[config.mk]
export PLATFORM = sky130hd
export DESIGN_NAME = ecr_normalize
export DESIGN_NICKNAME = d
export VERILOG_FILES = /design/src/hdl/ecr_pkg.sv /design/src/hdl/ecr_normalize.sv
export SDC_FILE = /design/constraint.sdc
export NUM_CORES = 1
export LEC_CHECK = 0
export ABC_CLOCK_PERIOD_IN_PS = 5400
export BUFFER_PORTS_ARGS = -buffer_cell sky130_fd_sc_hd__buf_4
export CELL_PAD_IN_SITES_DETAIL_PLACEMENT = 2
export CELL_PAD_IN_SITES_GLOBAL_PLACEMENT = 2
export CORE_ASPECT_RATIO = 0.7
export CORE_MARGIN = 2
export CORE_UTILIZATION = 34
export CTS_CLUSTER_DIAMETER = 50
export DETAILED_ROUTE_END_ITERATION = 7
export GPL_ROUTABILITY_DRIVEN = 0
export GPL_TIMING_DRIVEN = 0
export PLACE_DENSITY_LB_ADDON = 0.1
export SYNTH_ARGS = -nofsm -noshare
export SYNTH_HDL_FRONTEND = slang
export SYNTH_SLANG_ARGS = --single-unit
[constraint.sdc]
create_clock -name clock -period 5.4 [get_ports clock]
set_input_delay 0 -clock clock [delete_from_list [all_inputs] [get_ports clock]]
set_output_delay 0 -clock clock [all_outputs]
set_load 0.005 [all_outputs]
[src/hdl/ecr_pkg.sv]
// ----------------------------------------------------------------------------
// Elevation color ramp package
// Shared constants, register indexes and types for the elevation color ramp.
// ----------------------------------------------------------------------------
`timescale 1ns / 1ps

package ecr_pkg;

   // Default widths of the elevation samples and of the normalized fraction.
   localparam int ELEVATION_BITS_DEFAULT = 16;
   localparam int FRACTION_BITS_DEFAULT  = 16;

   // Packed anchor colors hold three 8-bit channels, red on top.
   localparam int CHANNEL_BITS = 8;
   localparam int NUM_CHANNELS = 3;
   localparam int COLOR_BITS   = CHANNEL_BITS * NUM_CHANNELS;

   // Reset value of the maximum elevation register.
   localparam int MAX_ELEVATION_RESET = 32767;

   // Quotient bits resolved by each divider stage.
   localparam int DIV_STEPS_PER_STAGE = 2;

   // Register indexes of the configuration port.
   localparam int CSR_INDEX_BITS = 3;
   typedef logic [CSR_INDEX_BITS-1:0] csr_index_type;

   localparam csr_index_type CSR_MIN_ELEVATION      = 3'd0;
   localparam csr_index_type CSR_MAX_ELEVATION      = 3'd1;
   localparam csr_index_type CSR_COLOR_LOWLAND      = 3'd2;
   localparam csr_index_type CSR_COLOR_LOW_PLATEAU  = 3'd3;
   localparam csr_index_type CSR_COLOR_HIGH_PLATEAU = 3'd4;
   localparam csr_index_type CSR_COLOR_PEAK         = 3'd5;

   typedef logic [COLOR_BITS-1:0]   color_type;
   typedef logic [CHANNEL_BITS-1:0] channel_type;

   // How the fraction of one sample is formed after the range check.
   typedef enum logic [1:0] {
      MODE_ZERO,
      MODE_ONE,
      MODE_DIV
   } frac_mode_type;

endpackage

[src/hdl/ecr_normalize.sv]
// ----------------------------------------------------------------------------
// Elevation normalize stage
// Forms the offset of a sample from the minimum and the span of the range,
// folds a reversed range and classifies the sample as below, above or inside.
// ----------------------------------------------------------------------------
`timescale 1ns / 1ps

module ecr_normalize #(
   parameter int ELEVATION_BITS = ecr_pkg::ELEVATION_BITS_DEFAULT
) (
   input  logic                             clock,
   input  logic                             reset,
   input  logic                             in_valid,
   output logic                             in_ready,
   input  logic signed [ELEVATION_BITS-1:0] elevation,
   input  logic signed [ELEVATION_BITS-1:0] min_elevation,
   input  logic signed [ELEVATION_BITS-1:0] max_elevation,
   output logic                             out_valid,
   input  logic                             out_ready,
   output ecr_pkg::frac_mode_type           out_mode,
   output logic [ELEVATION_BITS-1:0]        out_num,
   output logic [ELEVATION_BITS-1:0]        out_den
);
   import ecr_pkg::*;

   logic signed [ELEVATION_BITS:0] num_full;
   logic signed [ELEVATION_BITS:0] den_full;
   logic signed [ELEVATION_BITS:0] num_adj;
   logic signed [ELEVATION_BITS:0] den_adj;
   frac_mode_type                  mode_in;

   logic                      valid_ff;
   frac_mode_type             mode_ff;
   logic [ELEVATION_BITS-1:0] num_ff;
   logic [ELEVATION_BITS-1:0] den_ff;

   // The stage takes a new sample when it is empty or its content moves on.
   assign in_ready = !valid_ff || out_ready;

   // Offset and span, with both signs flipped when the range is reversed.
   always_comb begin
      num_full = {elevation[ELEVATION_BITS-1], elevation}
               - {min_elevation[ELEVATION_BITS-1], min_elevation};
      den_full = {max_elevation[ELEVATION_BITS-1], max_elevation}
               - {min_elevation[ELEVATION_BITS-1], min_elevation};
      if (den_full < 0) begin
         num_adj = -num_full;
         den_adj = -den_full;
      end else begin
         num_adj = num_full;
         den_adj = den_full;
      end
      if (den_adj == '0 || num_adj <= 0) begin
         mode_in = MODE_ZERO;
      end else if (num_adj >= den_adj) begin
         mode_in = MODE_ONE;
      end else begin
         mode_in = MODE_DIV;
      end
   end

   // Stage register.
   always_ff @(posedge clock) begin
      if (reset) begin
         valid_ff <= 1'b0;
      end else if (in_ready) begin
         valid_ff <= in_valid;
      end
      if (in_ready) begin
         mode_ff <= mode_in;
         num_ff  <= num_adj[ELEVATION_BITS-1:0];
         den_ff  <= den_adj[ELEVATION_BITS-1:0];
      end
   end

   assign out_valid = valid_ff;
   assign out_mode  = mode_ff;
   assign out_num   = num_ff;
   assign out_den   = den_ff;

endmodule

==> impl_metrics.toml <==
[outcome]
outcome = "completed"

[detailed_routing]
met2_length_um = 8130
routed-wl-met3_um = 572
top_layer = "met4"
viasPerCell = 5.63
vias = 4655
drtIter0Drc = 176
antenna_left = 0
dr.pass1.iters = 4
wl_met1_um = 7980
wl_per_cell_um = 20.4
remaining_drc_errors = 0
routed_wirelength_um = 16800

[place]
hpwl_um = 14000
portBuffers = 87
post-place-cells = 818
placed_area_sq_mm = 0.00552

[yosys]
postSynthCellCount = 546
synth-main-ff-cell = "edfxtp_1"
synth_edf_count = 34
synth_cell_types = 83
netlist.area_leader.share = 0.220
netlist_top_cells_area = "edfxtp_1, ha_1, xnor2_1, a21oi_1, inv_1"
synth_warnings = 0
yosysSeqAreaShare = 0.225
synthArstFlopShare = 0
netlist_area_sq_mm = 0.00463
synth_area_per_cell_sq_um = 8.49
synthesis.nets = 650
synth_seq_cells = 35
yosysTopAreaCell = "edfxtp_1"

[setup_path]
reg2reg_setup_slack_ns = 3.55
crit_slowest_cell = "fa_1"
path_common_cell = "o21a_1"
cp-end-kind = "flop"
path_class = "in2reg"
worstSetupStartpoint = "min_elevation[0]"
cpPeakStageDelay_ns = 0.45
worstSetupStartpointType = "input pin"
worstRegToRegCells = 3
crit_path_cell_trace = "buf_4 > ha_1 > fa_1 > nand2b_1 > a21boi_2 > o2111ai_2 > o211ai_1 > buf_2 > o21ai_0 > ha_1 > nor2b_1 > o21a_1 > o21a_1 > o21a_1 > o21a_1 > o221ai_1 > a21oi_1 > maj3_2 > a41o_1 > nor3b_1"
crit_fanout = 19
cp.arrival_ns = 4.81
r2r-start = "out_valid"
worstSetupEndpoint = "out_mode[0]"
crit_required_ns = 5.43
worstReg2RegEnd = "out_valid"

[timing]
rsz0062_at_grt = "no"
tightestPinTransition_ns = 0.993
fin_crit_ns = 4.78
final.period_utilization = 0.886
slew_headroom = 0.329
finalHoldViolCount = 0
fmax_ghz = 0.209
skew_ns = 0.00866
setup_viol = 0
finalMaxSlewViolations = 0

[min_path]
min_path_type = "in2reg"
hold_depth = 3

[layout]
nNetsFinal = 745
diodes = 0
n_fill_cell = 1531
drive_above_1_share = 0.212
multiInputGateArea_sq_mm = 0.00334
fin_cells = 827
final_util = 0.431
regArea_sq_mm = 0.00104
postLayoutCellArea_sq_mm = 0.00570
syn2layout_area_growth_pct = 22.9

[clocking]
cts_inserted_buffers = 5
tritoncts = "done"
clkLatencyLatePin_ns = 0.29
root_buffer = "clkbuf_16"
clkSinkCount = 35
h-tree-depth = 2
cts.clk_slew.worst_paths_ns = 0.06
clk_path_buf_depth = 2

[power]
power_density_mw_per_mm2 = 303
seq_power_share = 0.251
switching_power_w = 0.000707
p_leak_nw = 2.51
combPwrFrac = 0.577
peakVddDrop_v = 0.000173
p_int_w = 0.00102
swShare = 0.410
clockPowerShare = 0.172

[global_route]
grt_first_pass_wirelength_um = 26800
antenna_found_initial = 0
overflow = 0
grt_max_degree = 37
first_global_vias = 5016
grt.total_usage = 0.235

[floorplan]
fp.dieW_um = 144
io_pins = 88
design.core.area_sq_mm = 0.0132
initial_core_util = 0.350
fp-row-count = 35
die_area_sq_mm = 0.0146
fp.dieH_um = 102

[job]
drv_cap = 0
[worst max-delay path, delay by kind of cell]
kind | cells | cell delay [ns]
and+or+nand+nor | 3 | 0.51
AOI/OAI and AO/OA | 11 | 2.40
buffers and inverters | 2 | 0.52
adders and majority gates | 4 | 1.36
[area by class of cell]
cell class                 instances  area share
clock buffer                       7      0.0250
timing repair buffer              90       0.120
tap                              185      0.0406
clock inverter                     1    0.000879
buffer                            13      0.0114
multi-input combinational        446       0.587
inverter                          50      0.0330
sequential                        35       0.183
[synthesized netlist by cell type, drive strengths merged, types with 5 or more instances]
cell	count
a21o	12
nand2	32
a31oi	13
nor2b	7
nor4	7
buf	5
clkbuf	10
o21a	9
nor3	13
xnor2	29
o21ai	25
and3	9
or2	5
ha	50
nand2b	10
nand4	7
xor2	18
edfxtp	34
o211ai	9
and2	8
or3	8
a21oi	41
nor2	37
a2111oi	7
nand3	13
inv	50
o211a	7
[routing by layer]
| metal | vias up | global-route usage |
|---|---|---|
| li1 | 2233 | - |
| met1 | 2319 | 0.320 |
| met2 | 90 | 0.411 |
| met3 | 13 | 0.0288 |
| met4 | 0 | 0.0339 |
| met5 | - | 0 |
[what timing repair did]
item,4_1_cts,5_1_grt
endpoints found under the setup margin,2,2
hold buffers,2,0
endpoints found under the hold margin,1,0
setup buffers,1,0
pin swaps,1,0
resized for setup,0,4
[how the worst min path moves through the flow]
stage / startpoint / end / slack, ns
detailed placement: reset / out_valid / 0.17
global route: min_elevation[0] / out_den[0] / 0.33
CTS: min_elevation[0] / out_den[0] / 0.30
finish: min_elevation[0] / out_den[0] / 0.29
floorplan: reset / out_valid / 0.07
global placement: reset / out_valid / 0.15
[through the flow]
stage	hold WS (ns)	worst slack [ns]	setup TNS (ns)	total power [W]
final	0.293	0.615	0	0.00172
after global routing	0.329	0.287	0	0.00185
after CTS	0.298	0.0526	0	0.00174
after detailed placement	0.166	-0.464	-0.879	0.00143
after global placement	0.154	-0.331	-0.617	0.00136
after floorplan	0.0691	0.941	0	0.00103
[power by group through the flow]
stage | Combinational [W] | Sequential [W] | Clock (W)
CTS | 0.00100 | 0.000437 | 0.000300
finish | 0.000995 | 0.000433 | 0.000296
global placement | 0.000923 | 0.000435 | 0
floorplan | 0.000590 | 0.000445 | 0
global route | 0.00110 | 0.000441 | 0.000313
detailed placement | 0.000985 | 0.000441 | 0
[kinds of logic (layout without fill, tap and decap cells)]
group           after synthesis  after routing  synth area share
compound gates              169            169             0.271
xor+xnor                     47             47            0.0921
fa+ha+maj                    53             53             0.146
buf+inv                      65            161            0.0559
flops                        35             35             0.225
mux                           6              6            0.0138
simple gates                171            171             0.196
[cells in the final DEF (no fill, tap or decap), types with 4 or more instances in the layout]
cell type / Yosys / routed
a2111oi_0: 4 / 4
a211oi_1: 4 / 4
a21o_1: 9 / 9
a21oi_1: 40 / 40
a31oi_1: 13 / 13
and2_1: 6 / 6
and3_1: 9 / 9
buf_2: 4 / 4
buf_4: 0 / 88
clkbuf_1: 9 / 8
clkbuf_16: 0 / 5
edfxtp_1: 34 / 34
ha_1: 50 / 50
inv_1: 50 / 50
nand2_1: 31 / 31
nand2b_1: 10 / 9
nand3_1: 13 / 13
nand4_1: 7 / 7
nor2_1: 37 / 37
nor2b_1: 7 / 7
nor3_1: 13 / 13
nor4_1: 6 / 6
o211a_1: 7 / 7
o211ai_1: 9 / 9
o21a_1: 9 / 9
o21ai_0: 21 / 20
o21ai_1: 4 / 5
or3_1: 7 / 7
xnor2_1: 29 / 29
xor2_1: 16 / 16
[state kept, by name, indices dropped and copies added, names as in the netlist]
| register | count |
|---|---|
| out_valid | 1 |
| out_num | 16 |
| out_mode | 2 |
| out_den | 16 |
Power figures use the tool's default switching activity.
