===== src/hdl/ecr_pkg.sv =====
// ----------------------------------------------------------------------------
// Elevation color ramp package
// Shared constants, register indexes and types for the elevation color ramp.
// ----------------------------------------------------------------------------
`timescale 1ns / 1ps

package ecr_pkg;

   // Default widths of the elevation samples and of the normalized fraction.
   localparam int ELEVATION_BITS_DEFAULT = 16;
   localparam int FRACTION_BITS_DEFAULT  = 16;

   // Packed anchor colors hold three 8-bit channels, red on top.
   localparam int CHANNEL_BITS = 8;
   localparam int NUM_CHANNELS = 3;
   localparam int COLOR_BITS   = CHANNEL_BITS * NUM_CHANNELS;

   // Reset value of the maximum elevation register.
   localparam int MAX_ELEVATION_RESET = 32767;

   // Quotient bits resolved by each divider stage.
   localparam int DIV_STEPS_PER_STAGE = 2;

   // Register indexes of the configuration port.
   localparam int CSR_INDEX_BITS = 3;
   typedef logic [CSR_INDEX_BITS-1:0] csr_index_type;

   localparam csr_index_type CSR_MIN_ELEVATION      = 3'd0;
   localparam csr_index_type CSR_MAX_ELEVATION      = 3'd1;
   localparam csr_index_type CSR_COLOR_LOWLAND      = 3'd2;
   localparam csr_index_type CSR_COLOR_LOW_PLATEAU  = 3'd3;
   localparam csr_index_type CSR_COLOR_HIGH_PLATEAU = 3'd4;
   localparam csr_index_type CSR_COLOR_PEAK         = 3'd5;

   typedef logic [COLOR_BITS-1:0]   color_type;
   typedef logic [CHANNEL_BITS-1:0] channel_type;

   // How the fraction of one sample is formed after the range check.
   typedef enum logic [1:0] {
      MODE_ZERO,
      MODE_ONE,
      MODE_DIV
   } frac_mode_type;

endpackage


===== src/hdl/ecr_blend.sv =====
// ----------------------------------------------------------------------------
// Color blend pipeline
// Picks the ramp segment of a fraction and interpolates the three channels
// between its anchor colors, rounding to nearest and saturating to 0..255.
// ----------------------------------------------------------------------------
`timescale 1ns / 1ps

module ecr_blend #(
   parameter int FRACTION_BITS = ecr_pkg::FRACTION_BITS_DEFAULT
) (
   input  logic                 clock,
   input  logic                 reset,
   input  logic                 in_valid,
   output logic                 in_ready,
   input  logic [FRACTION_BITS:0] in_frac,
   input  ecr_pkg::color_type   color_lowland,
   input  ecr_pkg::color_type   color_low_plateau,
   input  ecr_pkg::color_type   color_high_plateau,
   input  ecr_pkg::color_type   color_peak,
   output logic                 out_valid,
   input  logic                 out_ready,
   output ecr_pkg::channel_type out_red,
   output ecr_pkg::channel_type out_green,
   output ecr_pkg::channel_type out_blue
);
   import ecr_pkg::*;

   typedef enum logic [1:0] {
      SEG_LOW,
      SEG_MID,
      SEG_HIGH
   } seg_type;

   // Segment bounds and widths in fraction units.
   localparam int FRAC_ONE = 1 << FRACTION_BITS;
   localparam int T1       = (3 * FRAC_ONE + 5) / 10;
   localparam int T2       = (82 * FRAC_ONE + 50) / 100;
   localparam int W_LOW    = T1;
   localparam int W_MID    = T2 - T1;
   localparam int W_HIGH   = FRAC_ONE - T2;

   // The rounded quotient is biased by Q_OFFSET so that the dividend stays positive.
   localparam int Q_OFFSET = 1 << CHANNEL_BITS;
   localparam int QB       = CHANNEL_BITS + 1;
   localparam int DB       = FRACTION_BITS + 1;
   localparam int NB       = FRACTION_BITS + CHANNEL_BITS + 2;
   localparam int SHIFT    = NB;
   localparam int PW       = FRACTION_BITS + CHANNEL_BITS + 2;
   localparam int PB       = PW + 1;
   localparam int VB       = CHANNEL_BITS + 3;

   // Divisors (twice the width), rounding bias constants and reciprocals.
   localparam longint D_LOW  = 2 * W_LOW;
   localparam longint D_MID  = 2 * W_MID;
   localparam longint D_HIGH = 2 * W_HIGH;
   localparam longint C_LOW  = longint'(2 * Q_OFFSET + 1) * W_LOW;
   localparam longint C_MID  = longint'(2 * Q_OFFSET + 1) * W_MID;
   localparam longint C_HIGH = longint'(2 * Q_OFFSET + 1) * W_HIGH;
   localparam longint R_LOW  = (longint'(1) << SHIFT) / D_LOW;
   localparam longint R_MID  = (longint'(1) << SHIFT) / D_MID;
   localparam longint R_HIGH = (longint'(1) << SHIFT) / D_HIGH;
   localparam longint R_MAX01 = (R_LOW > R_MID) ? R_LOW : R_MID;
   localparam longint R_MAX  = (R_MAX01 > R_HIGH) ? R_MAX01 : R_HIGH;
   localparam int     RB     = $clog2(R_MAX + 1);

   localparam logic [FRACTION_BITS:0] T1_FRAC = (FRACTION_BITS + 1)'(T1);
   localparam logic [FRACTION_BITS:0] T2_FRAC = (FRACTION_BITS + 1)'(T2);
   localparam logic signed [VB-1:0] CHAN_MAX  = VB'((1 << CHANNEL_BITS) - 1);
   localparam logic signed [VB-1:0] CHAN_BIAS = VB'(Q_OFFSET);

   // Stage enables, last to first.
   logic en0, en1, en2, en3, en4;

   // Stage 0: segment, offset, low anchor and channel difference.
   logic                        v0_ff;
   seg_type                     seg0_ff;
   logic [FRACTION_BITS-1:0]    off0_ff;
   channel_type                 a0_ff [NUM_CHANNELS];
   logic signed [CHANNEL_BITS:0] d0_ff [NUM_CHANNELS];

   // Stage 1: biased dividend.
   logic                        v1_ff;
   seg_type                     seg1_ff;
   channel_type                 a1_ff [NUM_CHANNELS];
   logic [NB-1:0]               n1_ff [NUM_CHANNELS];

   // Stage 2: quotient estimate from the reciprocal.
   logic                        v2_ff;
   seg_type                     seg2_ff;
   channel_type                 a2_ff [NUM_CHANNELS];
   logic [NB-1:0]               n2_ff [NUM_CHANNELS];
   logic [QB-1:0]               qe2_ff [NUM_CHANNELS];

   // Stage 3: corrected quotient.
   logic                        v3_ff;
   channel_type                 a3_ff [NUM_CHANNELS];
   logic [QB-1:0]               q3_ff [NUM_CHANNELS];

   // Stage 4: output register.
   logic                        v4_ff;
   channel_type                 chan4_ff [NUM_CHANNELS];

   assign en4      = !v4_ff || out_ready;
   assign en3      = !v3_ff || en4;
   assign en2      = !v2_ff || en3;
   assign en1      = !v1_ff || en2;
   assign en0      = !v0_ff || en1;
   assign in_ready = en0;

   // ---- Stage 0 ----
   seg_type                      seg_in;
   logic [FRACTION_BITS:0]       off_full;
   color_type                    lo_color;
   color_type                    hi_color;
   channel_type                  a_in [NUM_CHANNELS];
   logic signed [CHANNEL_BITS:0] d_in [NUM_CHANNELS];

   // Segment choice; each segment blends between two neighboring anchors.
   always_comb begin
      if (in_frac >= T2_FRAC) begin
         seg_in = SEG_HIGH;
      end else if (in_frac >= T1_FRAC) begin
         seg_in = SEG_MID;
      end else begin
         seg_in = SEG_LOW;
      end
      case (seg_in)
         SEG_LOW: begin
            off_full = in_frac;
            lo_color = color_lowland;
            hi_color = color_low_plateau;
         end
         SEG_MID: begin
            off_full = in_frac - T1_FRAC;
            lo_color = color_low_plateau;
            hi_color = color_high_plateau;
         end
         SEG_HIGH: begin
            off_full = in_frac - T2_FRAC;
            lo_color = color_high_plateau;
            hi_color = color_peak;
         end
         default: begin
            off_full = in_frac;
            lo_color = color_lowland;
            hi_color = color_low_plateau;
         end
      endcase
      for (int k = 0; k < NUM_CHANNELS; k++) begin
         a_in[k] = lo_color[(NUM_CHANNELS - 1 - k) * CHANNEL_BITS +: CHANNEL_BITS];
         d_in[k] = $signed({1'b0, hi_color[(NUM_CHANNELS - 1 - k) * CHANNEL_BITS +:
                                           CHANNEL_BITS]})
                 - $signed({1'b0, a_in[k]});
      end
   end

   always_ff @(posedge clock) begin
      if (reset) begin
         v0_ff <= 1'b0;
      end else if (en0) begin
         v0_ff <= in_valid;
      end
      if (en0) begin
         seg0_ff <= seg_in;
         off0_ff <= off_full[FRACTION_BITS-1:0];
         for (int k = 0; k < NUM_CHANNELS; k++) begin
            a0_ff[k] <= a_in[k];
            d0_ff[k] <= d_in[k];
         end
      end
   end

   // ---- Stage 1 ----
   logic signed [PW-1:0] prod1 [NUM_CHANNELS];
   logic [PB-1:0]        sum1  [NUM_CHANNELS];
   logic [PB-1:0]        c_sel;

   // Dividend 2*diff*offset + width + 2*width*Q_OFFSET, always positive.
   always_comb begin
      case (seg0_ff)
         SEG_LOW:  c_sel = PB'(C_LOW);
         SEG_MID:  c_sel = PB'(C_MID);
         SEG_HIGH: c_sel = PB'(C_HIGH);
         default:  c_sel = PB'(C_LOW);
      endcase
      for (int k = 0; k < NUM_CHANNELS; k++) begin
         prod1[k] = PW'(d0_ff[k]) * PW'($signed({1'b0, off0_ff}));
         sum1[k]  = {prod1[k], 1'b0} + c_sel;
      end
   end

   always_ff @(posedge clock) begin
      if (reset) begin
         v1_ff <= 1'b0;
      end else if (en1) begin
         v1_ff <= v0_ff;
      end
      if (en1) begin
         seg1_ff <= seg0_ff;
         for (int k = 0; k < NUM_CHANNELS; k++) begin
            a1_ff[k] <= a0_ff[k];
            n1_ff[k] <= sum1[k][NB-1:0];
         end
      end
   end

   // ---- Stage 2 ----
   logic [RB-1:0]    r_sel;
   logic [NB+RB-1:0] prod2 [NUM_CHANNELS];

   // Estimate is the true quotient or one below it.
   always_comb begin
      case (seg1_ff)
         SEG_LOW:  r_sel = RB'(R_LOW);
         SEG_MID:  r_sel = RB'(R_MID);
         SEG_HIGH: r_sel = RB'(R_HIGH);
         default:  r_sel = RB'(R_LOW);
      endcase
      for (int k = 0; k < NUM_CHANNELS; k++) begin
         prod2[k] = (NB + RB)'(n1_ff[k]) * (NB + RB)'(r_sel);
      end
   end

   always_ff @(posedge clock) begin
      if (reset) begin
         v2_ff <= 1'b0;
      end else if (en2) begin
         v2_ff <= v1_ff;
      end
      if (en2) begin
         seg2_ff <= seg1_ff;
         for (int k = 0; k < NUM_CHANNELS; k++) begin
            a2_ff[k]  <= a1_ff[k];
            n2_ff[k]  <= n1_ff[k];
            qe2_ff[k] <= prod2[k][SHIFT +: QB];
         end
      end
   end

   // ---- Stage 3 ----
   logic [DB-1:0] d_sel;
   logic [NB-1:0] back3 [NUM_CHANNELS];
   logic [NB-1:0] rem3  [NUM_CHANNELS];
   logic [QB-1:0] q_in  [NUM_CHANNELS];

   // Bump the estimate when the remainder still holds a whole divisor.
   always_comb begin
      case (seg2_ff)
         SEG_LOW:  d_sel = DB'(D_LOW);
         SEG_MID:  d_sel = DB'(D_MID);
         SEG_HIGH: d_sel = DB'(D_HIGH);
         default:  d_sel = DB'(D_LOW);
      endcase
      for (int k = 0; k < NUM_CHANNELS; k++) begin
         back3[k] = NB'(qe2_ff[k]) * NB'(d_sel);
         rem3[k]  = n2_ff[k] - back3[k];
         if (rem3[k] >= NB'(d_sel)) begin
            q_in[k] = qe2_ff[k] + QB'(1);
         end else begin
            q_in[k] = qe2_ff[k];
         end
      end
   end

   always_ff @(posedge clock) begin
      if (reset) begin
         v3_ff <= 1'b0;
      end else if (en3) begin
         v3_ff <= v2_ff;
      end
      if (en3) begin
         for (int k = 0; k < NUM_CHANNELS; k++) begin
            a3_ff[k] <= a2_ff[k];
            q3_ff[k] <= q_in[k];
         end
      end
   end

   // ---- Stage 4 ----
   logic signed [VB-1:0] sum4 [NUM_CHANNELS];
   channel_type          chan_in [NUM_CHANNELS];

   // Remove the bias, add the low anchor and saturate each channel.
   always_comb begin
      for (int k = 0; k < NUM_CHANNELS; k++) begin
         sum4[k] = $signed({{(VB - CHANNEL_BITS){1'b0}}, a3_ff[k]})
                 + $signed({{(VB - QB){1'b0}}, q3_ff[k]})
                 - CHAN_BIAS;
         if (sum4[k] < 0) begin
            chan_in[k] = '0;
         end else if (sum4[k] > CHAN_MAX) begin
            chan_in[k] = '1;
         end else begin
            chan_in[k] = sum4[k][CHANNEL_BITS-1:0];
         end
      end
   end

   always_ff @(posedge clock) begin
      if (reset) begin
         v4_ff <= 1'b0;
      end else if (en4) begin
         v4_ff <= v3_ff;
      end
      if (en4) begin
         for (int k = 0; k < NUM_CHANNELS; k++) begin
            chan4_ff[k] <= chan_in[k];
         end
      end
   end

   assign out_valid = v4_ff;
   assign out_red   = chan4_ff[0];
   assign out_green = chan4_ff[1];
   assign out_blue  = chan4_ff[2];

endmodule


===== config.mk =====
export PLATFORM = sky130hd
export DESIGN_NAME = ecr_blend
export DESIGN_NICKNAME = d
export VERILOG_FILES = /design/src/hdl/ecr_pkg.sv /design/src/hdl/ecr_blend.sv
export SDC_FILE = /design/constraint.sdc
export NUM_CORES = 2
export LEC_CHECK = 0
export ABC_AREA = 1
export BUFFER_PORTS_ARGS = -buffer_cell sky130_fd_sc_hd__buf_2
export CORE_MARGIN = 8
export CORE_UTILIZATION = 40
export CTS_CLUSTER_DIAMETER = 50
export DETAILED_ROUTE_END_ITERATION = 10
export PLACE_DENSITY = 0.67
export SLEW_MARGIN = 20
export SYNTH_ARGS = -nofsm -noshare
export SYNTH_HDL_FRONTEND = slang
export SYNTH_SLANG_ARGS = --single-unit

===== constraint.sdc =====
create_clock -name clock -period 13.4 [get_ports clock]
set_clock_uncertainty 0.15 [all_clocks]
set_input_delay 2.68 -clock clock [delete_from_list [all_inputs] [get_ports clock]]
set_output_delay 2.68 -clock clock [all_outputs]
set_load 0.02 [all_outputs]

==> impl_metrics.tcl <==
set metrics [dict create \
    status "complete, no violations" \
    cts_resized 0 \
    routed.top_layer "met5" \
    tritoncts "yes" \
    synth.avg_cell_area_um2 8.31 \
    drv_cap 0 \
    layout.cells.non_filler 11400 \
    std_cell_rows 157 \
    grt_max_degree 142 \
    fin_nets 11100 \
    io_buffers 142 \
    wl_mm 199 \
    max_freq_mhz 117 \
    crit_start "out_ready" \
    fin_crit_ps 8540 \
    post-cts-setup-buffers 0 \
    arrival_ps 5710 \
    drc 0 \
    wl_per_cell_um 17.5 \
    fin_crit_sh 0.637 \
    grt_pass1_vias 59100 \
    gp_congestion 0.953 \
    slew_violations 0 \
    cp-start-kind "primary input" \
    grt_pass1_wl_mm 319 \
    rr_startpoint "seg2_ff[0]" \
    grtUsageTotal 0.200 \
    clkSinkCount 380 \
    io-pin-count 143 \
    insertion_delay_ps 640 \
    synth_edf_count 375 \
    dr_wl_met3_mm 13.5 \
    required_ps 10570 \
    start_util 0.403 \
    hpwl_mm 169 \
    core_um2 183000 \
    synth_cell_types 65 \
    vias_per_cell 4.94 \
    setup_violations 0 \
    hold_buffers 0 \
    worstMarginPinSlew_ps 1080 \
    cp_max_fo 68 \
    drt_pass1_iterations 8 \
    ys_seq_area_frac 0.154 \
    critPathCaptureType "primary output" \
    area_growth_pct 7.03 \
    wl_met1_mm 89.5 \
    hold_class "flip-flop to flip-flop" \
    synthCells 8868 \
    layout_common_cells "inv_1, nand2_1, fa_1, ha_1, nor2_1" \
    ant_nets 0 \
    worst-setup-path-type "primary input to primary output" \
    slew_headroom 0.276 \
    netlist_area_um2 73700 \
    dr_wl_met2_mm 90.5 \
    yosysWarnings 0 \
    drive_above_1_share 0.0397 \
    synthArstFlopShare 0 \
    root_buffer "clkbuf_16" \
    ys_ff_latch 380 \
    cts_inserted_buffers 52 \
    dieArea_um2 198000 \
    final_common_cell "inv_1" \
    overflow 0 \
    clk_pin_slew_worst_paths_ps 60 \
    place_inst 11300 \
    vias 56300 \
    min_from "a0_ff[0][9]" \
    die_y_um 445 \
    grt_antenna_before_repair 9 \
    rsz0062_at_grt "false" \
    fin_tns_setup_ps 0 \
    htreeDepth 2 \
    fill_cells 18200 \
    clk_path_buf_depth 3 \
    ys.flop_type "edfxtp_1" \
    die_w_um 445 \
    drt_iter0_drc 4268 \
    hold_violations 0 \
]
## metal layers
layer | global-route usage | vias to the layer above
li1 | - | 26600
met1 | 0.281 | 27600
met2 | 0.328 | 1840
met3 | 0.0252 | 299
met4 | 0.0539 | 2
met5 | 0 | -
## path summary, 6_finish.rpt
| kind | end | depth (start not counted) | slack (ps) |
|---|---|---|---|
| min reg2reg | a1_ff[0][9] | 0 | 250 |
| max | in_ready | 11 | 4860 |
| max reg2reg | q3_ff[0][26] | 30 | 5480 |
| min | a1_ff[0][9] | 0 | 250 |
## registers in the layout, indices dropped and copies added, names as in the netlist, 16 cells and up
register,count
n1_ff,76
n2_ff,76
d0_ff,27
q3_ff,27
qe2_ff,27
a0_ff,24
a1_ff,24
a2_ff,24
a3_ff,24
chan4_ff,24
off0_ff,16
## layout make-up
| cell class | count | area [µm²] | share of cell area |
|---|---|---|---|
| Inverter | 2695 | 10100 | 0.128 |
| Tap cell | 2464 | 3080 | 0.0391 |
| Multi-Input combinational cell | 5586 | 51400 | 0.652 |
| Antenna cell | 2 | 5.00 | 0.0000634 |
| Clock inverter | 39 | 498 | 0.00631 |
| Timing Repair Buffer | 183 | 1030 | 0.0131 |
| Sequential cell | 380 | 11400 | 0.144 |
| Clock buffer | 57 | 1340 | 0.0170 |
## logic make-up after synthesis
kind of cell / Yosys count / share of synthesized area
buf+inv: 2913 / 0.149
simple gates: 2414 / 0.134
fa+ha+maj: 2037 / 0.465
compound gates: 845 / 0.0646
flops: 380 / 0.154
xor+xnor: 278 / 0.0331
other cells: 1 / 0.0000509
## synth_stat cells, drive strengths merged (2+ instances only)
| master | count | area [µm²] |
|---|---|---|
| a211oi | 10 | 75.1 |
| a21boi | 17 | 146 |
| a21o | 19 | 143 |
| a21oi | 388 | 1960 |
| a221oi | 5 | 43.8 |
| a31o | 2 | 17.5 |
| a31oi | 17 | 121 |
| and2 | 2 | 12.5 |
| buf | 28 | 138 |
| clkbuf | 190 | 713 |
| dfxtp | 5 | 100 |
| edfxtp | 375 | 11300 |
| fa | 1167 | 23400 |
| ha | 870 | 10900 |
| inv | 2695 | 10100 |
| nand2 | 1504 | 5730 |
| nand3 | 190 | 1000 |
| nand3b | 13 | 97.6 |
| nand4 | 77 | 488 |
| nor2 | 522 | 2000 |
| nor3 | 82 | 422 |
| nor3b | 3 | 22.5 |
| nor4 | 14 | 87.6 |
| o2111ai | 4 | 35.0 |
| o211ai | 13 | 97.6 |
| o21a | 19 | 143 |
| o21ai | 270 | 1370 |
| o21bai | 34 | 255 |
| o221ai | 3 | 26.3 |
| o22ai | 26 | 163 |
| o311ai | 2 | 17.5 |
| o31ai | 10 | 75.1 |
| o32ai | 2 | 32.5 |
| or2 | 6 | 37.5 |
| xnor2 | 89 | 780 |
| xor2 | 189 | 1660 |
## metrics by stage
stage	area [µm²]	setup WS, ps	hold WS, ps	utilization
3_3_place_gp	77000	4820	254	0.421
6_report	78900	4860	253	0.431
2_1_floorplan	73700	1560	250	-
5_1_grt	78900	4500	253	0.431
3_5_place_dp	77000	4730	255	0.421
4_1_cts	78900	4710	253	0.431
## worst max-delay path: stages
cell and delay [ps]:
buf_2 70, nor2_1 40, inv_1 680, nor2_1 140
inv_2 80, buf_4 570, nor2_1 160, inv_4 630
nor2_1 270, nand2_4 110, buf_2 230
Power is left out: the tool's default activity adds up to more than one toggle a clock period on the data nets, which glitch-free logic cannot reach.
