### config.mk
export PLATFORM = sky130hd
export DESIGN_NAME = ecr_divider
export DESIGN_NICKNAME = d
export VERILOG_FILES = /design/src/hdl/ecr_pkg.sv /design/src/hdl/ecr_divider.sv
export SDC_FILE = /design/constraint.sdc
export NUM_CORES = 1
export LEC_CHECK = 0
export BUFFER_PORTS_ARGS = -buffer_cell sky130_fd_sc_hd__buf_4
export CORE_MARGIN = 10
export CORE_UTILIZATION = 35
export DETAILED_ROUTE_END_ITERATION = 8
export GPL_TIMING_DRIVEN = 0
export MAX_ROUTING_LAYER = met4
export PLACE_DENSITY = 0.53
export SETUP_SLACK_MARGIN = 0.05
export SYNTH_ARGS = -nofsm -noshare
export SYNTH_HDL_FRONTEND = slang
export SYNTH_SLANG_ARGS = --single-unit
### constraint.sdc
create_clock -name clock -period 5.44 [get_ports clock]
set_input_delay 0.272 -clock clock [delete_from_list [all_inputs] [get_ports clock]]
set_output_delay 0.272 -clock clock [all_outputs]
set_load 0.005 [all_outputs]
### src/hdl/ecr_pkg.sv
// ----------------------------------------------------------------------------
// Elevation color ramp package
// Shared constants, register indexes and types for the elevation color ramp.
// ----------------------------------------------------------------------------
`timescale 1ns / 1ps

package ecr_pkg;

   // Default widths of the elevation samples and of the normalized fraction.
   localparam int ELEVATION_BITS_DEFAULT = 16;
   localparam int FRACTION_BITS_DEFAULT  = 16;

   // Packed anchor colors hold three 8-bit channels, red on top.
   localparam int CHANNEL_BITS = 8;
   localparam int NUM_CHANNELS = 3;
   localparam int COLOR_BITS   = CHANNEL_BITS * NUM_CHANNELS;

   // Reset value of the maximum elevation register.
   localparam int MAX_ELEVATION_RESET = 32767;

   // Quotient bits resolved by each divider stage.
   localparam int DIV_STEPS_PER_STAGE = 2;

   // Register indexes of the configuration port.
   localparam int CSR_INDEX_BITS = 3;
   typedef logic [CSR_INDEX_BITS-1:0] csr_index_type;

   localparam csr_index_type CSR_MIN_ELEVATION      = 3'd0;
   localparam csr_index_type CSR_MAX_ELEVATION      = 3'd1;
   localparam csr_index_type CSR_COLOR_LOWLAND      = 3'd2;
   localparam csr_index_type CSR_COLOR_LOW_PLATEAU  = 3'd3;
   localparam csr_index_type CSR_COLOR_HIGH_PLATEAU = 3'd4;
   localparam csr_index_type CSR_COLOR_PEAK         = 3'd5;

   typedef logic [COLOR_BITS-1:0]   color_type;
   typedef logic [CHANNEL_BITS-1:0] channel_type;

   // How the fraction of one sample is formed after the range check.
   typedef enum logic [1:0] {
      MODE_ZERO,
      MODE_ONE,
      MODE_DIV
   } frac_mode_type;

endpackage

### src/hdl/ecr_divider.sv
// ----------------------------------------------------------------------------
// Fraction divider
// Pipelined restoring divider that forms the fraction bits of offset / span,
// a fixed number of quotient bits per stage, and then applies the clamp.
// ----------------------------------------------------------------------------
`timescale 1ns / 1ps

module ecr_divider #(
   parameter int ELEVATION_BITS = ecr_pkg::ELEVATION_BITS_DEFAULT,
   parameter int FRACTION_BITS  = ecr_pkg::FRACTION_BITS_DEFAULT
) (
   input  logic                       clock,
   input  logic                       reset,
   input  logic                       in_valid,
   output logic                       in_ready,
   input  ecr_pkg::frac_mode_type     in_mode,
   input  logic [ELEVATION_BITS-1:0]  in_num,
   input  logic [ELEVATION_BITS-1:0]  in_den,
   output logic                       out_valid,
   input  logic                       out_ready,
   output logic [FRACTION_BITS:0]     out_frac
);
   import ecr_pkg::*;

   localparam int NUM_STAGES =
      (FRACTION_BITS + DIV_STEPS_PER_STAGE - 1) / DIV_STEPS_PER_STAGE;
   localparam logic [FRACTION_BITS:0] FRAC_ONE = {1'b1, {FRACTION_BITS{1'b0}}};

   logic                      valid_ff [NUM_STAGES];
   frac_mode_type             mode_ff  [NUM_STAGES];
   logic [ELEVATION_BITS-1:0] rem_ff   [NUM_STAGES];
   logic [ELEVATION_BITS-1:0] den_ff   [NUM_STAGES];
   logic [FRACTION_BITS-1:0]  quo_ff   [NUM_STAGES];
   logic                      stage_en [NUM_STAGES];

   for (genvar s = 0; s < NUM_STAGES; s++) begin : g_stage
      logic                      prev_valid;
      frac_mode_type             prev_mode;
      logic [ELEVATION_BITS-1:0] prev_rem;
      logic [ELEVATION_BITS-1:0] prev_den;
      logic [FRACTION_BITS-1:0]  prev_quo;
      logic [ELEVATION_BITS-1:0] rem_in;
      logic [FRACTION_BITS-1:0]  quo_in;

      // The first stage starts from the offset with an empty quotient.
      if (s == 0) begin : g_first
         assign prev_valid = in_valid;
         assign prev_mode  = in_mode;
         assign prev_rem   = in_num;
         assign prev_den   = in_den;
         assign prev_quo   = '0;
      end else begin : g_next
         assign prev_valid = valid_ff[s-1];
         assign prev_mode  = mode_ff[s-1];
         assign prev_rem   = rem_ff[s-1];
         assign prev_den   = den_ff[s-1];
         assign prev_quo   = quo_ff[s-1];
      end

      // A stage loads when it is empty or the stage after it loads.
      if (s == NUM_STAGES - 1) begin : g_last_en
         assign stage_en[s] = !valid_ff[s] || out_ready;
      end else begin : g_mid_en
         assign stage_en[s] = !valid_ff[s] || stage_en[s+1];
      end

      // Shift-and-subtract steps of this stage; the remainder stays below the span.
      always_comb begin : step_calc
         logic [ELEVATION_BITS:0]   rem_dbl;
         logic [ELEVATION_BITS-1:0] rem_t;
         logic [FRACTION_BITS-1:0]  quo_t;
         rem_t   = prev_rem;
         quo_t   = prev_quo;
         rem_dbl = '0;
         for (int j = 0; j < DIV_STEPS_PER_STAGE; j++) begin
            if (s * DIV_STEPS_PER_STAGE + j < FRACTION_BITS) begin
               rem_dbl = {rem_t, 1'b0};
               if (rem_dbl >= {1'b0, prev_den}) begin
                  rem_dbl = rem_dbl - {1'b0, prev_den};
                  quo_t   = {quo_t[FRACTION_BITS-2:0], 1'b1};
               end else begin
                  quo_t   = {quo_t[FRACTION_BITS-2:0], 1'b0};
               end
               rem_t = rem_dbl[ELEVATION_BITS-1:0];
            end
         end
         rem_in = rem_t;
         quo_in = quo_t;
      end

      always_ff @(posedge clock) begin
         if (reset) begin
            valid_ff[s] <= 1'b0;
         end else if (stage_en[s]) begin
            valid_ff[s] <= prev_valid;
         end
         if (stage_en[s]) begin
            mode_ff[s] <= prev_mode;
            rem_ff[s]  <= rem_in;
            den_ff[s]  <= prev_den;
            quo_ff[s]  <= quo_in;
         end
      end
   end

   assign in_ready  = stage_en[0];
   assign out_valid = valid_ff[NUM_STAGES-1];

   // Clamped fraction: zero at or below the range bottom or for an empty span, one at or above its top.
   always_comb begin
      case (mode_ff[NUM_STAGES-1])
         MODE_ZERO: out_frac = '0;
         MODE_ONE:  out_frac = FRAC_ONE;
         MODE_DIV:  out_frac = {1'b0, quo_ff[NUM_STAGES-1]};
         default:   out_frac = '0;
      endcase
   end

endmodule

==> impl_metrics.toml, run 1 <==
[clock_network]
cts.clk_slew.worst_paths_ns = 0.06
cts_buffers = 39
cts_tree = "done"
insertion_delay_ns = 0.57
h-tree-depth = 2
clockRootBuffer = "clkbuf_16"
numClockSinks = 320
cts_buffer_depth = 3

[logic_synthesis]
synth_top_area_share_pct = 39.33
synthTopCellsByArea = "edfxtp_1 39%, ha_1 13%, mux2_2 5.7%"
synth_cell_types = 90
synth_edf_count = 320
ys_seq_area_share_pct = 39.33
ys_seq_elements = 320
synthFlopType = "edfxtp_1"
netlist_area_mm2 = 0.02443
syn_area_per_cell_um2 = 10.26
synth_top_cell_by_area = "edfxtp_1"
synth_warnings = 0
synth_cells = 2381
ys_async_sr_fraction_pct = 0
syn_nets = 2675

[critical_path]
cp_max_fo = 10
critical_path.slowest_cell = "edfxtp_1"
crit_type = "reg -> reg"
max_stage_delay_ns = 0.45
path_cells = "inv_1 > ha_2 > a211o_1 > a2111oi_2 > nor3_2 > a41oi_1 > o31a_1 > buf_6 > mux2_2 > ha_1 > o2111ai_1 > and3_1 > o31a_1 > o21ai_2 > o2111ai_1 > nand3_2 > buf_6 > mux2_2"
crit_required_ns = 5.74
crit_arrival_ns = 5.54
cp-start-kind = "flop"
end_kind = "flop"

[run_status]
status = "finished clean"

[timing]
tightest_slew_ns = 1.068
finalSetupViolCount = 0
drv_slew = 0
fmax_mhz = 191.2
worst_slack_ns = 0.2089
fin_crit_sh_pct = 96.16
rsz0062_at_grt = "yes"
hold_violations = 0
relSlewSlack_pct = 28.63
skew_ns = 0.02409
finalCriticalPeriod_ns = 5.231

[route]
avgRoutedWirePerCell_um = 18.50
vias = 18750
finalWirelength_um = 64750
dr.pass1.iters = 6
via_per_inst = 5.358
postRouteAntennaNets = 0
drc = 0
drt_iter0_drc = 1287

[global_route]
antenna_found_initial = 0
grt_max_degree = 47
grtUsageTotal_pct = 15.92
grt.overflow.total = 0
first_global_vias = 18710
grt_pass1_wl_um = 102200

[layout]
area_delta_synth_final_pct = 15.44
drive_gt1_share_pct = 16.60
multi_input_area_mm2 = 0.01418
fin_cells = 3499
n_fill_cell = 6737
seq_area_mm2 = 0.009609
nets = 2832

[die]
num_rows = 96
core_area_mm2 = 0.06895
die_area_mm2 = 0.08078
die_h_um = 284.2
boundaryPins = 57
start_util_pct = 35.44
die_w_um = 284.2

[place]
port_buffers = 56
gp_congestion = 0.9111
place_inst = 3371
dp_hpwl_um = 51320
dp_slack_ns = -1.126

[hold_path]
hold_path.class = "in -> reg"

[flow_run]
maxCapViolCount = 0
critical path, delay by kind of cell (launching register included):
family,cells,cell delay (ns)
DFF,1,0.45
AOI/OAI and AO/OA,8,2.12
and+or+nand+nor,3,0.49
buffers and inverters,3,0.47
adders and majority gates,2,0.71
muxes,2,0.73
sequential cells by signal (all words and copies together) (netlist names):
signal,flops
valid_ff,8
mode_ff,16
quo_ff,72
rem_ff,112
den_ff,112
path summary, 6_finish.rpt:
path,startpoint,endpoint,slack [ns],depth (start not counted)
hold reg to reg,quo_ff[1][7],quo_ff[1][25],0.40,0
setup reg to reg,den_ff[5][10],rem_ff[6][11],0.21,18
hold / removal,in_valid,valid_ff[0][0],0.05,2
setup / recovery,den_ff[5][10],rem_ff[6][11],0.21,18
through the flow:
stage | TNS (ns) | util [%] | instance area (um^2) | hold slack [ns]
final | 0 | 40.91 | 28200 | 0.04844
after global routing | -0.07416 | 40.90 | 28200 | 0.06333
after CTS | 0 | 40.26 | 27760 | 0.01277
after detailed placement | -35.54 | 37.83 | 26080 | 0.4045
after global placement | -28.80 | 37.74 | 26020 | 0.4011
after floorplan | 0 | - | 24430 | 0.3709
layer usage:
metal,track usage (%),wire (um),vias to the layer above
met1,20.23,29750,9006
met4,6.085,2173,0
li1,-,-,9260
met2,25.79,30670,361
met5,-,0,-
met3,1.787,2152,122
what timing repair did:
item / 4_1_cts / 5_1_grt
pin swaps: 8 / 17
hold buffers: 19 / 0
buffers inserted: 10 / 31
endpoints found under the setup margin: 95 / 115
gates resized for setup: 37 / 60
endpoints found under the hold margin: 19 / 0
placed cells by master, fill, tap and decap left out, types with 14 or more instances in the layout:
cell type	n
and3_1	24
nor2b_1	33
o21ai_0	126
dlygate4sd3_1	19
and2_1	27
clkbuf_16	41
mux2_4	15
nand2b_1	20
buf_4	95
nand4_1	32
a31oi_1	23
xnor2_1	122
mux2_2	124
edfxtp_1	320
inv_1	186
a211o_1	14
o211ai_1	15
nand2_1	161
o21bai_1	20
a21o_1	69
o31ai_1	22
a211oi_1	21
nor3_1	51
a21oi_1	160
ha_1	244
nor2_1	128
clkbuf_1	14
nand3_1	33
o21a_1	47
xor2_1	54
Yosys cell counts (all sizes together) (9+ instances only):
cell type / count
a21oi: 167
xnor2: 122
mux2: 140
a21o: 69
o31a: 11
nor3b: 9
or3: 9
o21ai: 135
nor2: 128
clkbuf: 18
xor2: 54
nand2b: 21
and3: 25
nand2: 167
inv: 196
nand4: 32
nand3: 36
o21a: 47
o31ai: 26
mux2i: 11
ha: 248
a2111oi: 10
or2: 10
a31o: 9
nor3: 52
a211o: 14
edfxtp: 320
and2: 27
o211ai: 16
nor2b: 35
buf: 18
o21bai: 20
a211oi: 27
a31oi: 25
nor4: 12
layout make-up:
cell class,count,area share (%)
inverters,196,2.640
well taps,931,4.130
plain buffers,33,0.7897
flip-flops and latches,320,34.07
clock inverters,23,0.8562
clock buffers,47,3.718
repair buffers,119,3.509
diodes,1,0.008873
multi-input cells,1829,50.28
kinds of logic (layout without fill, tap and decap cells):
group                      Yosys count  in the layout  synth area share [%]
AOI/OAI and AO/OA                  645            645                 17.72
and+or+nand+nor                    601            601                 12.43
DFF                                320            320                 39.33
adders and majority gates          256            256                 13.36
buffers and inverters              232            418                 3.723
xor gates and xnor gates           176            176                 6.309
muxes                              151            151                 7.134
other                                0              1                     0
Power of run 1 is left out: the tool's default activity adds up to more than one toggle a clock period on the data nets, which glitch-free logic cannot reach.
==> run 2, diff against run 1 <==
Settings changed: ABC_AREA from default to 1.
==> run 2 against run 1 <==
Sequential cell count unchanged; first-iteration DRC count up 11%; highest routed layer unchanged; cell count up 28%.
==> impl_metrics.toml, run 2 <==
[run_status]
status = "finished clean"

[logic_synthesis]
ys_seq_elements = 320
synth_commonest_cells = "1053 x nand2_1, 391 x inv_1, 320 x edfxtp_1"
synth_top_area_share_pct = 36.75
synth_edf_count = 320
syn_nets = 3654
synthTopCellsByArea = "edfxtp_1 37%, nand2_1 15%, ha_1 12%"
syn_area_per_cell_um2 = 7.782
yosysMostFrequentCell = "nand2_1"
synth_top_cell_by_area = "edfxtp_1"
synth_cells = 3360
ys_async_sr_fraction_pct = 0
synth_cell_types = 55
netlist_area_mm2 = 0.02615
ys_seq_area_share_pct = 36.75
synth_warnings = 0
synthFlopType = "edfxtp_1"

[place]
gp_congestion = 0.9286
port_buffers = 56
dp_hpwl_um = 60680
place_inst = 4386

[timing]
fmax_mhz = 209.4
skew_ns = 0.02956
finalCriticalPeriod_ns = 4.775
rsz0062_at_grt = "no"
fin_crit_sh_pct = 87.78
tightest_slew_ns = 0.9104
relSlewSlack_pct = 39.31
drv_slew = 0
finalSetupViolCount = 0
hold_violations = 0
tns_ns = 0

[layout]
largestRegisters = "den_ff (112), rem_ff (112), quo_ff (72)"
n_fill_cell = 7685
antennaDiodeCount = 0
nets = 3774
area_delta_synth_final_pct = 12.08
layout_common_cells = "1049 x nand2_1, 387 x inv_1, 320 x edfxtp_1"
final_common_cell = "nand2_1"
fin_cells = 4478
drive_gt1_share_pct = 8.777

[route]
postRouteAntennaNets = 0
avgRoutedWirePerCell_um = 16.47
drc = 0
via_per_inst = 4.954
dr.pass1.iters = 5
finalWirelength_um = 73740
vias = 22180
drt_iter0_drc = 1430

[clock_network]
cts_tree = "done"
cts_buffers = 39
h-tree-depth = 2
numClockSinks = 320
cts_buffer_depth = 3
insertion_delay_ns = 0.58
clockRootBuffer = "clkbuf_16"
cts.clk_slew.worst_paths_ns = 0.06

[global_route]
first_global_vias = 20920
antenna_found_initial = 0
grt_pass1_wl_um = 116300
grt_max_degree = 49
grtUsageTotal_pct = 17.34
grt.overflow.total = 0

[critical_path]
cp-start-kind = "flop"
crit_type = "reg -> out"
reg2reg_depth = 26
crit_required_ns = 5.17
crit_arrival_ns = 4.50
end_kind = "output port"
cp_max_fo = 48

[die]
die_w_um = 293.3
num_rows = 100
boundaryPins = 57
die_h_um = 293.3
die_area_mm2 = 0.08604
start_util_pct = 35.24
core_area_mm2 = 0.07420

[flow_run]
maxCapViolCount = 0

[hold_path]
hold_path.class = "in -> reg"
worstHoldPathCells = 5
-- run 2: cell types whose count changed in the layout (fill, tap and decap cells not counted), moves of 35 or more --
cell     delta
inv_1     +201
mux2_2    -124
nand3_1   +231
xor2_1     +35
nor2_1     +70
nand2_1   +888
a21oi_1    +61
a21o_1     -57
xnor2_1    -62
o21ai_1    +35
-- run 2: what timing repair did --
action / 4_1_cts / 5_1_grt
hold buffers: 21 / 0
setup buffers: 1 / 0
resized for setup: 6 / 3
endpoints found under the setup margin: 118 / 1
endpoints found under the hold margin: 22 / 0
-- run 2: through the flow --
stage                     hold WS, ns  worst slack, ns  util (%)  area [um^2]
after global routing           0.1832           0.1592     39.50        29310
final                          0.1556           0.6648     39.50        29310
after global placement         0.4007           -1.833     37.46        27790
after floorplan                0.3709           0.3271         -        26160
after detailed placement       0.4045           -1.501     37.48        27810
after CTS                      0.1372           0.1248     39.47        29280
-- run 2: logic make-up after synthesis --
| kind of cell | after synthesis | share of synthesized area (%) |
|---|---|---|
| DFF | 320 | 36.75 |
| AOI/OAI and AO/OA | 439 | 9.073 |
| xor gates and xnor gates | 149 | 4.991 |
| and+or+nand+nor | 1740 | 29.45 |
| adders and majority gates | 256 | 12.48 |
| buffers and inverters | 456 | 7.259 |
-- run 2: layout make-up --
| cell class | instances | area, um^2 | share of cell area, % |
|---|---|---|---|
| clock inverter | 23 | 216.5 | 0.7386 |
| buffer | 48 | 361.6 | 1.234 |
| multi-input combinational | 2584 | 14700 | 50.17 |
| inverter | 408 | 1540 | 5.256 |
| sequential | 320 | 9609 | 32.79 |
| timing repair buffer | 79 | 658.1 | 2.246 |
| tap | 969 | 1212 | 4.137 |
| clock buffer | 47 | 1006 | 3.433 |
-- run 2: worst max-delay path, stage by stage, from the launching register on --
cell and delay (ns):
edfxtp_1 0.34, inv_1 0.04, nor2_1 0.25, clkinvlp_4 0.16
nor2_2 0.28, nand2_8 0.28, inv_1 0.21, nand2_4 0.34
inv_1 0.34, nand2_8 0.26, nor2_4 0.30, nand2_8 0.24
nor2_1 0.23, inv_2 0.34, buf_4 0.28
-- run 2: worst paths after layout --
path / from / endpoint / slack, ns
min reg2reg: quo_ff[0][48] / quo_ff[1][2] / 0.40
max: valid_ff[1][3] / in_ready / 0.66
max reg2reg: den_ff[0][4] / rem_ff[1][11] / 1.01
min: in_num[11] / rem_ff[0][13] / 0.16
-- run 2: layer usage --
| metal | up-vias | global-route usage [%] | part of all wire [%] |
|---|---|---|---|
| met5 | - | - | 0 |
| met4 | 0 | 4.428 | 2.2 |
| met3 | 95 | 2.045 | 4.3 |
| met2 | 458 | 27.38 | 45 |
| met1 | 10140 | 23.39 | 48 |
| li1 | 11490 | - | - |
Power of run 2 is left out for the same reason.
==> run 3, diff against run 2 <==
Clock period 5.44 ns to 4.85 ns, I/O delays scaled along.
==> run 3 against run 2 <==
Die area unchanged; setup slack got worse by 0.14 ns; wire length is 0.92% lower; final area rose by 0.26%; non-clock buffer count is 2 higher; sequential cell count unchanged; cell count hardly changed; hold slack got worse by 0.032 ns; critical path type is now reg -> reg; global-route usage hardly changed; clock skew down 0.0043 ns.
==> impl_metrics.toml, run 3 (synthesis results as in run 2) <==
[place]
dp_hpwl_um = 60310
place_inst = 4386
gp_congestion = 0.9291
port_buffers = 56
place_area_mm2 = 0.02782

[critical_path]
crit_arrival_ns = 4.63
cp-start-kind = "flop"
reg2reg_depth = 23
cpMostUsedCell = "nand2_1"
max_stage_delay_ns = 0.43
cp.buffers_inverters = 4
cp_max_fo = 10
worstReg2RegEnd = "rem_ff[1][6]"
end_kind = "flop"
critical_path.slowest_cell = "edfxtp_1"
crit_required_ns = 5.15
crit_type = "reg -> reg"
reg2reg_from = "den_ff[0][12]"
critPathTopFamily = "compound AO/OA/AOI/OAI gates"
critPathLaunch = "den_ff[0][12]"
regToRegSetupSlack_ns = 0.52
path_cells = "inv_1 > ha_1 > a21oi_1 > o21ai_1 > nand2_1 > nand2_1 > nor2_1 > nand2_2 > inv_2 > buf_2 > nand2_1 > o21ai_1 > ha_1 > a21oi_1 > o21ai_1 > o21bai_1 > nand3_1 > nand2_1 > nand2_2 > nand3_4 > buf_6 > nand2_1 > nand2_1"

[timing]
rsz0062_at_grt = "no"
drv_slew = 0
finalCriticalPeriod_ns = 4.327
hold_violations = 0
fin_crit_sh_pct = 89.23
hold_ws_ns = 0.1238
skew_ns = 0.02526
tightest_slew_ns = 0.8940
finalSetupViolCount = 0
fmax_mhz = 231.1
relSlewSlack_pct = 40.40

[route]
vias = 22230
via_per_inst = 4.962
postRouteAntennaNets = 0
drc = 0
avgRoutedWirePerCell_um = 16.31
finalWirelength_um = 73060
drt_iter0_drc = 1593
dr.pass1.iters = 8

[global_route]
grt.overflow.total = 0
first_global_vias = 21010
antenna_found_initial = 1
grt_pass1_wl_um = 116000
grtUsageTotal_pct = 17.30
grt_max_degree = 49

[layout]
antennaDiodeCount = 0
fin_cells = 4480
final_util_pct = 39.60
largestRegisters = "den_ff (112), rem_ff (112), quo_ff (72)"
n_fill_cell = 7644
final_common_cell = "nand2_1"
drive_gt1_share_pct = 8.886
final_area_mm2 = 0.02938
nets = 3777
layout_common_cells = "1049 x nand2_1, 387 x inv_1, 320 x edfxtp_1"
area_delta_synth_final_pct = 12.37

[flow_run]
maxCapViolCount = 0

[clock_network]
clockRootBuffer = "clkbuf_16"
cts_tree = "done"
cts_buffer_depth = 3
h-tree-depth = 2
insertion_delay_ns = 0.57
cts_buffers = 39
cts.clk_slew.worst_paths_ns = 0.06
numClockSinks = 320

[hold_path]
min_to = "rem_ff[0][13]"
hold_path.class = "in -> reg"
worstHoldPathCells = 5
hp-start = "in_num[11]"

[die]
die_h_um = 293.3
die_w_um = 293.3
start_util_pct = 35.24
core_area_mm2 = 0.07420
die_area_mm2 = 0.08604
num_rows = 100
boundaryPins = 57

[run_status]
status = "finished clean"
[run 3: worst max-delay path by stage]
stage	endpoint	slack (ns)	cells after the start
after floorplan	den_ff[0][0]	0.07	13
after global placement	in_ready	-1.77	14
after detailed placement	in_ready	-1.94	14
after CTS	in_ready	0.12	15
after global routing	in_ready	0.06	15
final	rem_ff[1][6]	0.52	23
[run 3: metal layers]
layer	vias to the layer above	GRT usage, %	share of wire (%)
met5	-	-	0
met4	0	4.228	2.0
met3	78	1.796	4.7
met2	472	27.38	45
met1	10200	23.49	48
li1	11480	-	-
[run 3: cell type report]
type                            count  area, um^2  share of cell area, %
Buffer                             48       361.6                  1.231
Clock buffer                       47        1006                  3.424
Clock inverter                     22       250.2                 0.8517
Inverter                          408        1544                  5.255
Multi-Input combinational cell   2584       14720                  50.09
Sequential cell                   320        9609                  32.70
Tap cell                          969        1212                  4.126
Timing Repair Buffer               81       673.1                  2.291
Timing Repair inverter              1       7.507                0.02555
[run 3: worst reg2reg max path: cells and delay by family (launching register included)]
family          cells  cell delay (ns)
compound gates      6             1.24
simple gates       11             1.10
fa+ha+maj           2             0.65
buf+inv             4             0.64
flops               1             0.43
[run 3: timing repair]
| action | CTS | global route |
|---|---|---|
| gates cloned | 1 | 0 |
| gates resized for setup | 10 | 2 |
| setup buffers | 3 | 0 |
| hold buffers | 21 | 0 |
| endpoints found under the hold margin | 23 | 0 |
| pin swaps | 0 | 0 |
| endpoints found under the setup margin | 118 | 1 |
[run 3: stage by stage]
step	setup slack, ns	setup TNS [ns]
final	0.5226	0
after global routing	0.05763	0
after CTS	0.1234	0
after detailed placement	-1.935	-111.26
after global placement	-1.768	-115.91
after floorplan	0.06740	0
Power of run 3 is left out for the same reason.
